## src/rtl/core/rcfd_pkg.sv

```systemverilog
// ---------------------------------------------------------------------------
// rcfd_pkg: shared types and constants for the RC serial frame decoder
// Frame layout constants, CRC16 update, pulse scaling and the interfaces
// between the byte front end, the release queue and the channel back end.
// ---------------------------------------------------------------------------
`default_nettype none

package rcfd_pkg;

    // Frame layout
    localparam int          NUM_CHANNELS_DEF = 12;
    localparam int          WORD_SLOTS       = 12;
    localparam int          SLOT_W           = 4;
    localparam int          POS_W            = 5;
    localparam logic [7:0]  START_BYTE       = 8'hA1;
    localparam logic [15:0] CRC_POLY         = 16'h1021;

    // Pulse width scaling: raw * 1400 / 4096 + 800
    localparam int           PROD_W       = 27;
    localparam int           PULSE_W      = 15;
    localparam int           PULSE_SHIFT  = 12;
    localparam logic [10:0]  PULSE_SCALE  = 11'd1400;
    localparam logic [14:0]  PULSE_OFFSET = 15'd800;

    // Fixed reorder from frame position to output channel
    localparam logic [3:0] REMAP_TABLE [WORD_SLOTS] = '{
        4'd0, 4'd1, 4'd3, 4'd5, 4'd2, 4'd4, 4'd6, 4'd7, 4'd8, 4'd9, 4'd10, 4'd11
    };

    // Channel word write into the frame buffer
    typedef struct packed {
        logic              en;
        logic              bank;
        logic [SLOT_W-1:0] slot;
        logic [15:0]       data;
    } word_wr_t;

    // Buffer bank handed back once all its results have left
    typedef struct packed {
        logic en;
        logic bank;
    } bank_rel_t;

    // One byte through the CRC16 shift register, MSB first
    function automatic logic [15:0] crc_feed(input logic [15:0] crc, input logic [7:0] b);
        logic [15:0] c;
        c = crc ^ {b, 8'h00};
        for (int k = 0; k < 8; k++) begin
            if (c[15]) begin
                c = {c[14:0], 1'b0} ^ CRC_POLY;
            end else begin
                c = {c[14:0], 1'b0};
            end
        end
        return c;
    endfunction

endpackage

`default_nettype wire

```

## src/rtl/core/rcfd_front.sv

```systemverilog
// ---------------------------------------------------------------------------
// rcfd_front: byte front end
// Tracks the frame position, runs the CRC, writes channel words into the
// current buffer bank and releases the bank to the back end on a CRC match.
// ---------------------------------------------------------------------------
`default_nettype none

module rcfd_front
    import rcfd_pkg::*;
#(
    parameter int NUM_CHANNELS = NUM_CHANNELS_DEF
) (
    input  wire logic       aclk,
    input  wire logic       aresetn,
    input  wire logic       s_valid,
    output logic            s_ready,
    input  wire logic [7:0] s_rx_byte,
    output word_wr_t        word_wr,
    output logic            push_valid,
    output logic            push_bank,
    input  wire bank_rel_t  bank_rel
);

    localparam int             FRAME_BYTES = 2 * NUM_CHANNELS + 3;
    localparam logic [POS_W-1:0] CRC_HI_POS = POS_W'(FRAME_BYTES - 2);

    logic [POS_W-1:0] pos_reg, pos_next;
    logic [15:0]      crc_reg, crc_next;
    logic [7:0]       pend_reg, pend_next;
    logic [7:0]       crc_hi_reg, crc_hi_next;
    logic             wr_bank_reg, wr_bank_next;
    logic [1:0]       busy_reg, busy_next;
    logic             accept;

    // Stall while the bank being filled still holds a released frame
    assign s_ready = ~busy_reg[wr_bank_reg];
    assign accept  = s_valid & s_ready;
    assign push_bank = wr_bank_reg;

    // Classify the byte by frame position and update state
    always_comb begin
        pos_next     = pos_reg;
        crc_next     = crc_reg;
        pend_next    = pend_reg;
        crc_hi_next  = crc_hi_reg;
        wr_bank_next = wr_bank_reg;
        push_valid   = 1'b0;
        word_wr      = '0;
        if (accept) begin
            if (pos_reg == '0) begin
                // start byte; drop anything else
                if (s_rx_byte == START_BYTE) begin
                    crc_next = crc_feed(16'h0000, s_rx_byte);
                    pos_next = POS_W'(1);
                end
            end else if (pos_reg < CRC_HI_POS) begin
                crc_next = crc_feed(crc_reg, s_rx_byte);
                if (pos_reg[0]) begin
                    pend_next = s_rx_byte;
                end else begin
                    word_wr.en   = 1'b1;
                    word_wr.bank = wr_bank_reg;
                    word_wr.slot = SLOT_W'(pos_reg[POS_W-1:1]) - SLOT_W'(1);
                    word_wr.data = {pend_reg, s_rx_byte};
                end
                pos_next = pos_reg + POS_W'(1);
            end else if (pos_reg == CRC_HI_POS) begin
                crc_hi_next = s_rx_byte;
                pos_next    = pos_reg + POS_W'(1);
            end else begin
                // final byte: release the bank on a match, drop otherwise
                pos_next = '0;
                if ({crc_hi_reg, s_rx_byte} == crc_reg) begin
                    push_valid   = 1'b1;
                    wr_bank_next = ~wr_bank_reg;
                end
            end
        end
    end

    // Track which banks hold released frames
    always_comb begin
        busy_next = busy_reg;
        if (bank_rel.en) begin
            busy_next[bank_rel.bank] = 1'b0;
        end
        if (push_valid) begin
            busy_next[wr_bank_reg] = 1'b1;
        end
    end

    always_ff @(posedge aclk) begin
        if (!aresetn) begin
            pos_reg     <= '0;
            crc_reg     <= '0;
            pend_reg    <= '0;
            crc_hi_reg  <= '0;
            wr_bank_reg <= 1'b0;
            busy_reg    <= '0;
        end else begin
            pos_reg     <= pos_next;
            crc_reg     <= crc_next;
            pend_reg    <= pend_next;
            crc_hi_reg  <= crc_hi_next;
            wr_bank_reg <= wr_bank_next;
            busy_reg    <= busy_next;
        end
    end

endmodule

`default_nettype wire

```

## src/rtl/core/rcfd_queue.sv

```systemverilog
// ---------------------------------------------------------------------------
// rcfd_queue: release queue
// Two-entry FIFO of released buffer banks between front and back end.
// ---------------------------------------------------------------------------
`default_nettype none

module rcfd_queue
    import rcfd_pkg::*;
(
    input  wire logic aclk,
    input  wire logic aresetn,
    input  wire logic push_valid,
    input  wire logic push_bank,
    output logic      pop_valid,
    output logic      pop_bank,
    input  wire logic pop
);

    logic [1:0] entry_reg, entry_next;
    logic       wr_ptr_reg, wr_ptr_next;
    logic       rd_ptr_reg, rd_ptr_next;
    logic [1:0] count_reg, count_next;
    logic       do_pop;

    assign pop_valid = (count_reg != 2'd0);
    assign pop_bank  = entry_reg[rd_ptr_reg];
    assign do_pop    = pop & pop_valid;

    // Advance pointers and count
    always_comb begin
        entry_next  = entry_reg;
        wr_ptr_next = wr_ptr_reg;
        rd_ptr_next = rd_ptr_reg;
        count_next  = count_reg;
        if (push_valid) begin
            entry_next[wr_ptr_reg] = push_bank;
            wr_ptr_next            = ~wr_ptr_reg;
        end
        if (do_pop) begin
            rd_ptr_next = ~rd_ptr_reg;
        end
        case ({push_valid, do_pop})
            2'b10:   count_next = count_reg + 2'd1;
            2'b01:   count_next = count_reg - 2'd1;
            default: count_next = count_reg;
        endcase
    end

    always_ff @(posedge aclk) begin
        if (!aresetn) begin
            entry_reg  <= '0;
            wr_ptr_reg <= 1'b0;
            rd_ptr_reg <= 1'b0;
            count_reg  <= '0;
        end else begin
            entry_reg  <= entry_next;
            wr_ptr_reg <= wr_ptr_next;
            rd_ptr_reg <= rd_ptr_next;
            count_reg  <= count_next;
        end
    end

endmodule

`default_nettype wire

```

## src/rtl/core/rcfd_back.sv

```systemverilog
// ---------------------------------------------------------------------------
// rcfd_back: channel back end
// Holds the two-bank frame buffer, walks a released bank channel by
// channel, scales each word to microseconds and presents the results.
// ---------------------------------------------------------------------------
`default_nettype none

module rcfd_back
    import rcfd_pkg::*;
#(
    parameter int NUM_CHANNELS = NUM_CHANNELS_DEF
) (
    input  wire logic                 aclk,
    input  wire logic                 aresetn,
    input  wire word_wr_t             word_wr,
    input  wire logic                 pop_valid,
    input  wire logic                 pop_bank,
    output logic                      pop,
    output bank_rel_t                 bank_rel,
    output logic                      m_valid,
    input  wire logic                 m_ready,
    output logic [3:0]                m_channel_index,
    output logic [PULSE_W-1:0]        m_pulse_us,
    output logic                      m_last
);

    localparam int CH_W = $clog2(NUM_CHANNELS);

    typedef enum logic [2:0] {
        ST_IDLE,
        ST_READ,
        ST_MUL,
        ST_FMT,
        ST_OUT
    } state_t;

    state_t             state_reg;
    logic               bank_reg;
    logic [CH_W-1:0]    ch_reg;
    logic [15:0]        rdata_reg;
    logic [PROD_W-1:0]  prod_reg;
    logic               m_valid_reg;
    logic [3:0]         index_reg;
    logic [PULSE_W-1:0] pulse_reg;
    logic               last_reg;
    logic               ch_is_last;

    logic [15:0] mem [2][NUM_CHANNELS];

    assign ch_is_last = (ch_reg == CH_W'(NUM_CHANNELS - 1));
    assign pop        = (state_reg == ST_IDLE) && pop_valid;

    // Hand the bank back once its last word is taken
    assign bank_rel.en   = (state_reg == ST_OUT) && m_ready && last_reg;
    assign bank_rel.bank = bank_reg;

    assign m_valid         = m_valid_reg;
    assign m_channel_index = index_reg;
    assign m_pulse_us      = pulse_reg;
    assign m_last          = last_reg;

    // Frame buffer: write from the front end, registered read
    always_ff @(posedge aclk) begin
        if (word_wr.en) begin
            mem[word_wr.bank][word_wr.slot[CH_W-1:0]] <= word_wr.data;
        end
        if (state_reg == ST_READ) begin
            rdata_reg <= mem[bank_reg][ch_reg];
        end
    end

    // Scale the raw word
    always_ff @(posedge aclk) begin
        if (state_reg == ST_MUL) begin
            prod_reg <= PROD_W'(rdata_reg) * PROD_W'(PULSE_SCALE);
        end
    end

    // Sequence channels and hold the output word
    always_ff @(posedge aclk) begin
        if (!aresetn) begin
            state_reg   <= ST_IDLE;
            bank_reg    <= 1'b0;
            ch_reg      <= '0;
            m_valid_reg <= 1'b0;
            index_reg   <= '0;
            pulse_reg   <= '0;
            last_reg    <= 1'b0;
        end else begin
            unique case (state_reg)
                ST_IDLE: begin
                    if (pop_valid) begin
                        bank_reg  <= pop_bank;
                        ch_reg    <= '0;
                        state_reg <= ST_READ;
                    end
                end
                ST_READ: begin
                    state_reg <= ST_MUL;
                end
                ST_MUL: begin
                    state_reg <= ST_FMT;
                end
                ST_FMT: begin
                    index_reg   <= REMAP_TABLE[SLOT_W'(ch_reg)];
                    pulse_reg   <= prod_reg[PROD_W-1:PULSE_SHIFT] + PULSE_OFFSET;
                    last_reg    <= ch_is_last;
                    m_valid_reg <= 1'b1;
                    state_reg   <= ST_OUT;
                end
                ST_OUT: begin
                    if (m_ready) begin
                        m_valid_reg <= 1'b0;
                        if (last_reg) begin
                            state_reg <= ST_IDLE;
                        end else begin
                            ch_reg    <= ch_reg + CH_W'(1);
                            state_reg <= ST_READ;
                        end
                    end
                end
                default: begin
                    state_reg <= ST_IDLE;
                end
            endcase
        end
    end

endmodule

`default_nettype wire

```

## src/rtl/core/rc_serial_frame_decoder_crc16_unit.sv

```systemverilog
// ---------------------------------------------------------------------------
// rc_serial_frame_decoder_crc16_unit: RC receiver frame decoder, CRC16
// Decodes fixed-length frames (start byte 0xA1, big-endian channel words,
// big-endian CRC16 over all earlier bytes) into per-channel pulse widths.
// ---------------------------------------------------------------------------
// Input bytes are taken one per clock while s_ready is high. Channel words
// go into one of two frame buffer banks; when the final byte of a frame
// matches the CRC, that bank is queued and the next frame fills the other
// bank. The back end picks the bank up from the queue and then emits one
// word per channel in frame order, each result passing through buffer
// read, multiply, format and present; it moves on to the next channel only
// once m_ready takes the presented word. s_ready drops only while both
// banks hold frames whose results have not all been taken. Bad start
// bytes and frames with a CRC mismatch produce no output.
`default_nettype none

module rc_serial_frame_decoder_crc16_unit
    import rcfd_pkg::*;
#(
    parameter int NUM_CHANNELS = NUM_CHANNELS_DEF
) (
    input  wire logic               aclk,
    input  wire logic               aresetn,
    input  wire logic               s_valid,
    output logic                    s_ready,
    input  wire logic [7:0]         s_rx_byte,
    output logic                    m_valid,
    input  wire logic               m_ready,
    output logic [3:0]              m_channel_index,
    output logic [PULSE_W-1:0]      m_pulse_us,
    output logic                    m_last
);

    word_wr_t  word_wr;
    bank_rel_t bank_rel;
    logic      push_valid;
    logic      push_bank;
    logic      pop_valid;
    logic      pop_bank;
    logic      pop;

    rcfd_front #(
        .NUM_CHANNELS (NUM_CHANNELS)
    ) u_front (
        .aclk       (aclk),
        .aresetn    (aresetn),
        .s_valid    (s_valid),
        .s_ready    (s_ready),
        .s_rx_byte  (s_rx_byte),
        .word_wr    (word_wr),
        .push_valid (push_valid),
        .push_bank  (push_bank),
        .bank_rel   (bank_rel)
    );

    rcfd_queue u_queue (
        .aclk       (aclk),
        .aresetn    (aresetn),
        .push_valid (push_valid),
        .push_bank  (push_bank),
        .pop_valid  (pop_valid),
        .pop_bank   (pop_bank),
        .pop        (pop)
    );

    rcfd_back #(
        .NUM_CHANNELS (NUM_CHANNELS)
    ) u_back (
        .aclk            (aclk),
        .aresetn         (aresetn),
        .word_wr         (word_wr),
        .pop_valid       (pop_valid),
        .pop_bank        (pop_bank),
        .pop             (pop),
        .bank_rel        (bank_rel),
        .m_valid         (m_valid),
        .m_ready         (m_ready),
        .m_channel_index (m_channel_index),
        .m_pulse_us      (m_pulse_us),
        .m_last          (m_last)
    );

endmodule

`default_nettype wire

```

## config.mk

```make
export PLATFORM = sky130hd
export DESIGN_NAME = rc_serial_frame_decoder_crc16_unit
export DESIGN_NICKNAME = d
export VERILOG_FILES = /design/src/rtl/core/rcfd_pkg.sv /design/src/rtl/core/rcfd_front.sv /design/src/rtl/core/rcfd_queue.sv /design/src/rtl/core/rcfd_back.sv /design/src/rtl/core/rc_serial_frame_decoder_crc16_unit.sv
export SDC_FILE = /design/constraint.sdc
export NUM_CORES = 1
export LEC_CHECK = 0
export ABC_AREA = 1
export BUFFER_PORTS_ARGS = -buffer_cell sky130_fd_sc_hd__buf_2
export CORE_ASPECT_RATIO = 0.8
export CORE_MARGIN = 10
export CORE_UTILIZATION = 42
export CTS_BUF_LIST = sky130_fd_sc_hd__clkbuf_2 sky130_fd_sc_hd__clkbuf_4 sky130_fd_sc_hd__clkbuf_8
export DETAILED_ROUTE_END_ITERATION = 7
export PLACE_DENSITY = 0.59
export RECOVER_POWER = 100
export SYNTH_ARGS = -nofsm -noshare
export SYNTH_HDL_FRONTEND = slang
export SYNTH_SLANG_ARGS = --single-unit
```

## constraint.sdc

```tcl
create_clock -name aclk -period 4.15 [get_ports aclk]
set_input_delay 0.83 -clock aclk [delete_from_list [all_inputs] [get_ports aclk]]
set_output_delay 0.83 -clock aclk [all_outputs]
set_load 0.05 [all_outputs]
```

-- Word level (Yosys, flattened, before mapping)
Memories as Yosys holds them, arrays and structs flattened. A register that Yosys moved wholly into a read port is not among the register bits.
Index checks and enable logic that the tools add are counted.
- register bits after elaboration: 111
- memory bits (writable): 384
- bits in read-only memories: 64
- bits of input ports: 12
- output and inout port bits: 22
- word-level logic and storage cells: 214
- memories: 2
- add/sub/neg operators: 6
- multiply operators: 1
- order comparisons: 11
- eq/ne operators: 14
- multiplexer cells: 107
- bitwise gates (word level): 31
- reductions and logical operators: 24
- memories (name ; words ; bits a word ; rd ports ; clocked after Yosys merged registers in ; wr ports ; RTL line ; text):
    u_back.mem ; 2 ; 192 ; 1 ; 1 ; 1 ; rcfd_back.sv:48 ; logic [15:0] mem [2][NUM_CHANNELS];
    (no name shown) ; 16 ; 4 ; 1 ; 1 ; 0 ; rcfd_back.sv:105 ; index_reg <= REMAP_TABLE[SLOT_W'(ch_reg)];
- operator list (kind ; count):
    2-to-1 mux 16 bit ; 48
    2-to-1 mux 13 bit ; 16
    2-to-1 mux 192 bit ; 1
    2-to-1 mux 22 bit ; 4
    binary-select mux 16 bit (select 4 bit) ; 1
    demux 16 bit (select 4 bit) ; 1
    inverter 3 bit ; 16
    multiplier 16 x 8 -> 24 bit, second input constant ; 1
    2-to-1 mux 5 bit ; 4
    2-to-1 mux 1 bit ; 17
    equality test 16 bit ; 1
    XOR 16 bit ; 1
    adder 15 x 10 -> 15 bit, second input constant ; 1
    case mux 3 bit (5 select lines) ; 1
    2-to-1 mux 4 bit ; 3
    AND reduction 4 bit ; 3
    greater-or-equal comparator 5 bit, second input constant ; 2
    inverter 4 -> 5 bit ; 2
    nonzero test 2 bit ; 5
    equality test 8 bit, second input constant ; 1
    < comparator 1 x 2 -> 1 bit, second input constant ; 4
    case mux 4 bit (2 select lines) ; 1
    AND reduction 2 bit ; 4
    logical AND 1 bit ; 7
    other kinds (33) ; 49

-- Logic depth before layout (Yosys ltp)
- depth after elaboration: 40
- depth in mapped cells: 19
- depth with buffers taken out: 19

-- Modules after synthesis
Synthesis repeated with hierarchy kept, for this count alone.
- cells, all modules: 2237
- area total of the unflattened synthesis: 23695.2 um2
- modules (own cells, without submodules) (module ; times used ; cells each ; area each (um2)):
    rcfd_back ; 1 ; 1777 ; 20648.6
    rcfd_front ; 1 ; 416 ; 2757.6
    rcfd_queue ; 1 ; 44 ; 289.0

-- Worst setup path after synthesis
OpenSTA, ideal clock, no wires.
- kind: register to register
- start point: register u_back.rdata_reg[10]
- end point: register u_back.prod_reg[23], data pin
- setup time: 252 ps
- data arrival time: 3554 ps
- slack: 343 ps
- cell stages (with the launch flop): 15
- path buffers: 0
- clock period less this slack: 3807 ps
- path through: edfxtp_1 > ha_1 > fa_1 > fa_1 > inv_1 > fa_1 > inv_1 > ha_1 > a21o_1 > a21oi_1 > nor2_1 > nor3_1 > nand2_1 > nand2_1 > nand2_1
- longest elaborated chain between the ends: 1
- RTL lines (element ; RTL line ; text):
    start, declared ; rcfd_back.sv:40 ; logic [15:0] rdata_reg;
    start signal, assigned ; rcfd_back.sv:68 ; rdata_reg <= mem[bank_reg][ch_reg];
    multiplier 16 x 8 -> 24 bit ; rcfd_back.sv:75 ; prod_reg <= PROD_W'(rdata_reg) * PROD_W'(PULSE_SCALE);
    end signal, assigned ; rcfd_back.sv:75 ;
    end, declared ; rcfd_back.sv:41 ; logic [PROD_W-1:0] prod_reg;
No other way between the ends.
A chain may end at the register's enable or synchronous reset.

-- Worst setup path in the final report
- start point: register u_back.rdata_reg[11]
- end point: register u_back.prod_reg[21], data pin
The elaborated chain is that of the path after synthesis.

==> metrics <==
outcome=finished with violations; failing checks=max-capacitance violations, max-slew violations; reg-to-reg endpoint=u_back.prod_reg[21]; Pwr Density=between 400 and 500 nW/um^2; sw frac=0.301; Inserted Clock Buffers=between 70 and 80; crit path buf inv count=3; Clock Power Share=0.337; post-route ant nets=0; CTS HTree Levels=3; Total Wirelength=between 50000 and 60000 um; max_slew headroom=-0.337; largest net degree at the start of global routing=193; crit path cell chain=ha_1 -> fa_1 -> fa_1 -> inv_1 -> fa_1 -> inv_1 -> ha_1 -> a21o_1 -> nor2_1 -> inv_1 -> a21boi_0 -> nand2_1 -> xor2_1; flop2flop setup slack=190 ps; Synth top area share=0.532; Ys Warns=0; CTS Hold Buffers Added=0; VDD IR-drop max=~0.29 mV; Max Clock Skew=around 43 ps; RePlAce Congestion=between 0.8 and 0.9; max cap viols=1; Multi-input gate area=around 8300 um^2; final setup violation count=0; Final period util=0.954; Hold Path Class=reg2reg; router iterations before antenna repair=5; Seq cells post-synth=491; vias in the first global route=between 15000 and 20000; Total GRT Usage=0.176; CTS tree=built; Avg Cell Area, Syn=10.6 um^2; Critical Path Max Stage Delay=between 500 and 600 ps; total negative slack=0 ps; Core Region=around 55000 um^2; DRC Markers=0; Pleak=10.4 nW; CP max stage cell=fa_1; Worst Path Arrival=4370 ps; WL/cell=around 19 um; register area share after synthesis=0.597; clock sinks=around 490; Synth Cell Area=23400 um^2; Vias=around 16000; Worst EP required=4560 ps; Ports=34; FF-to-FF path depth=13; Cells after Synth=between 2000 and 2500; worst skew pair latency=roughly 670 ps; Switch Pwr=roughly 3.8 mW; critical path fanouts, max=5; first-pass GRT wire length=approximately 90000 um; nets=approximately 2400; CTS max path bufs=3; final hold vios=0; distinct cell type count after synthesis=47; share of layout cells above drive strength 1=0.104; die width=~280 um; pre-CTS WS=roughly 130 ps; f_max=~250 MHz; fill count=5121; register area=between 10000 and 15000 um^2; Vias/cell=between 5 and 6; fin. max-slew vios=80; Syn Nets=roughly 2400; post-route minimum period=between 3000 and 4000 ps; initial antenna violation count=0; number of port buffers=33; DP Wirelength=around 36000 um; number of flip-flops in the largest register=~380; Synth area leaders=edfxtp_1, dfxtp_1, nor2_1; clock slew seen by the registers of the worst setup and hold paths=approximately 60 ps; reg-to-reg startpoint=u_back.rdata_reg[11]; Combinational Power Share=0.223; post-synth top area cell=edfxtp_1; fin worst setup slack=about 190 ps; Die Y=231 um; Hold Crit Depth=2; grt ovf=0; Worst Setup Start Kind=flop; family with the most delay on the worst path=adder cells; Internal=just under 9 mW; Levels on crit path=13; # rows=a little under 80; area delta synth->final=11.7%; die area=about 66000 um^2; Initial Util=0.424; Hold Startpoint=u_back.m_channel_index[2]; Worst Hold End=u_back.m_channel_index[2]; Inserted Diodes=0; root buffer cell=clkbuf_8; CP Class=reg2reg; Least-Margin Pin Slew=around 2000 ps; crit end category=flop; initial drt markers=around 1500; sequential share of power=0.440
-- power by group through the flow --
stage | Combinational, mW | Sequential (mW) | Clock (mW)
floorplan | 2.07 | 5.70 | 0
global placement | 2.80 | 5.70 | 0
detailed placement | 2.80 | 5.70 | 0
CTS | 2.82 | 5.60 | 4.39
global route | 3.27 | 5.61 | 4.62
finish | 2.84 | 5.60 | 4.29
-- repair_timing --
item | CTS | global route
setup endpoints to repair | 0 | 5
endpoints found under the hold margin | 0 | 0
gates resized for setup | 0 | 9
buffers inserted | 0 | 2
-- tightest hold or removal path, delay by kind of cell (launching register included) --
kind / cells / cell delay [ps]
compound gates: 1 / 60
simple gates: 1 / 60
flops: 1 / 310
-- routing by layer --
layer  vias to the layer above  track usage  wire (um)  part of all wire
li1                       7824            -          -                 -
met1                      7930        0.249      27300              0.47
met2                       461        0.271      26300              0.45
met3                        83       0.0338       3690             0.063
met4                         0       0.0517       1130             0.019
met5                         -            0          0                 0
-- metrics by stage --
| step | hold WS, ps | std cells | util | power (mW) | instance area [um^2] |
|---|---|---|---|---|---|
| after global placement | 447 | 2957 | 0.447 | 8.50 | 24700 |
| after detailed placement | 461 | 2957 | 0.447 | 8.51 | 24700 |
| after CTS | 470 | 3098 | 0.476 | 12.8 | 26300 |
| final | 470 | 3100 | 0.474 | 12.7 | 26200 |
| after global routing | 494 | 3100 | 0.474 | 13.5 | 26200 |
| after floorplan | 440 | 2209 | - | 7.77 | 23400 |
-- Yosys cell counts (all sizes together) --
master  count
nor2      392
nand3b      1
a211oi      1
nand4      10
o22ai      16
o21ai     281
a21o        3
o211ai     67
o221ai     32
a31oi       2
fa         52
nor3       27
ha         77
nand3      56
clkinv      1
clkbuf     75
dfxtp      76
xnor2      20
nor4        1
edfxtp    415
or2         1
a21oi      74
a21boi      3
xor2       13
nand2     278
buf        24
nor3b       3
o21bai      3
o31ai       1
inv       202
o21a        2
-- how the worst max path moves through the flow --
stage                              start                  end  slack (ps)
floorplan           u_back.rdata_reg[10]  u_back.prod_reg[23]         340
global placement    u_back.rdata_reg[11]  u_back.prod_reg[23]         130
detailed placement  u_back.rdata_reg[11]  u_back.prod_reg[23]         130
CTS                 u_back.rdata_reg[11]  u_back.prod_reg[23]         120
global route        u_back.rdata_reg[11]  u_back.prod_reg[22]          -3
finish              u_back.rdata_reg[11]  u_back.prod_reg[21]         190
-- cell type report --
class,count,share of cell area
multi-input combinational,1416,0.316
timing repair buffer,99,0.0219
clock buffer,114,0.0528
sequential,491,0.535
tap,750,0.0359
inverter,203,0.0294
clock inverter,27,0.00933
-- cells by family after synthesis --
kind of cell    synth area share
xor+xnor                  0.0123
buf+inv                   0.0499
simple gates               0.137
compound gates             0.118
fa+ha+maj                 0.0856
flops                      0.597
-- cells in the final DEF, fill, tap and decap left out, types with 18 or more instances in the layout --
master and count:
a21oi_1 72, buf_4 18, clkbuf_1 27, clkbuf_2 22, clkbuf_4 44, clkbuf_8 84
dfxtp_1 73, edfxtp_1 415, fa_1 52, ha_1 76, inv_1 197, nand2_1 270
nand3_1 55, nor2_1 381, o211ai_1 67, o21ai_0 274, o221ai_1 32, xnor2_1 20
Power figures use the tool's default switching activity.
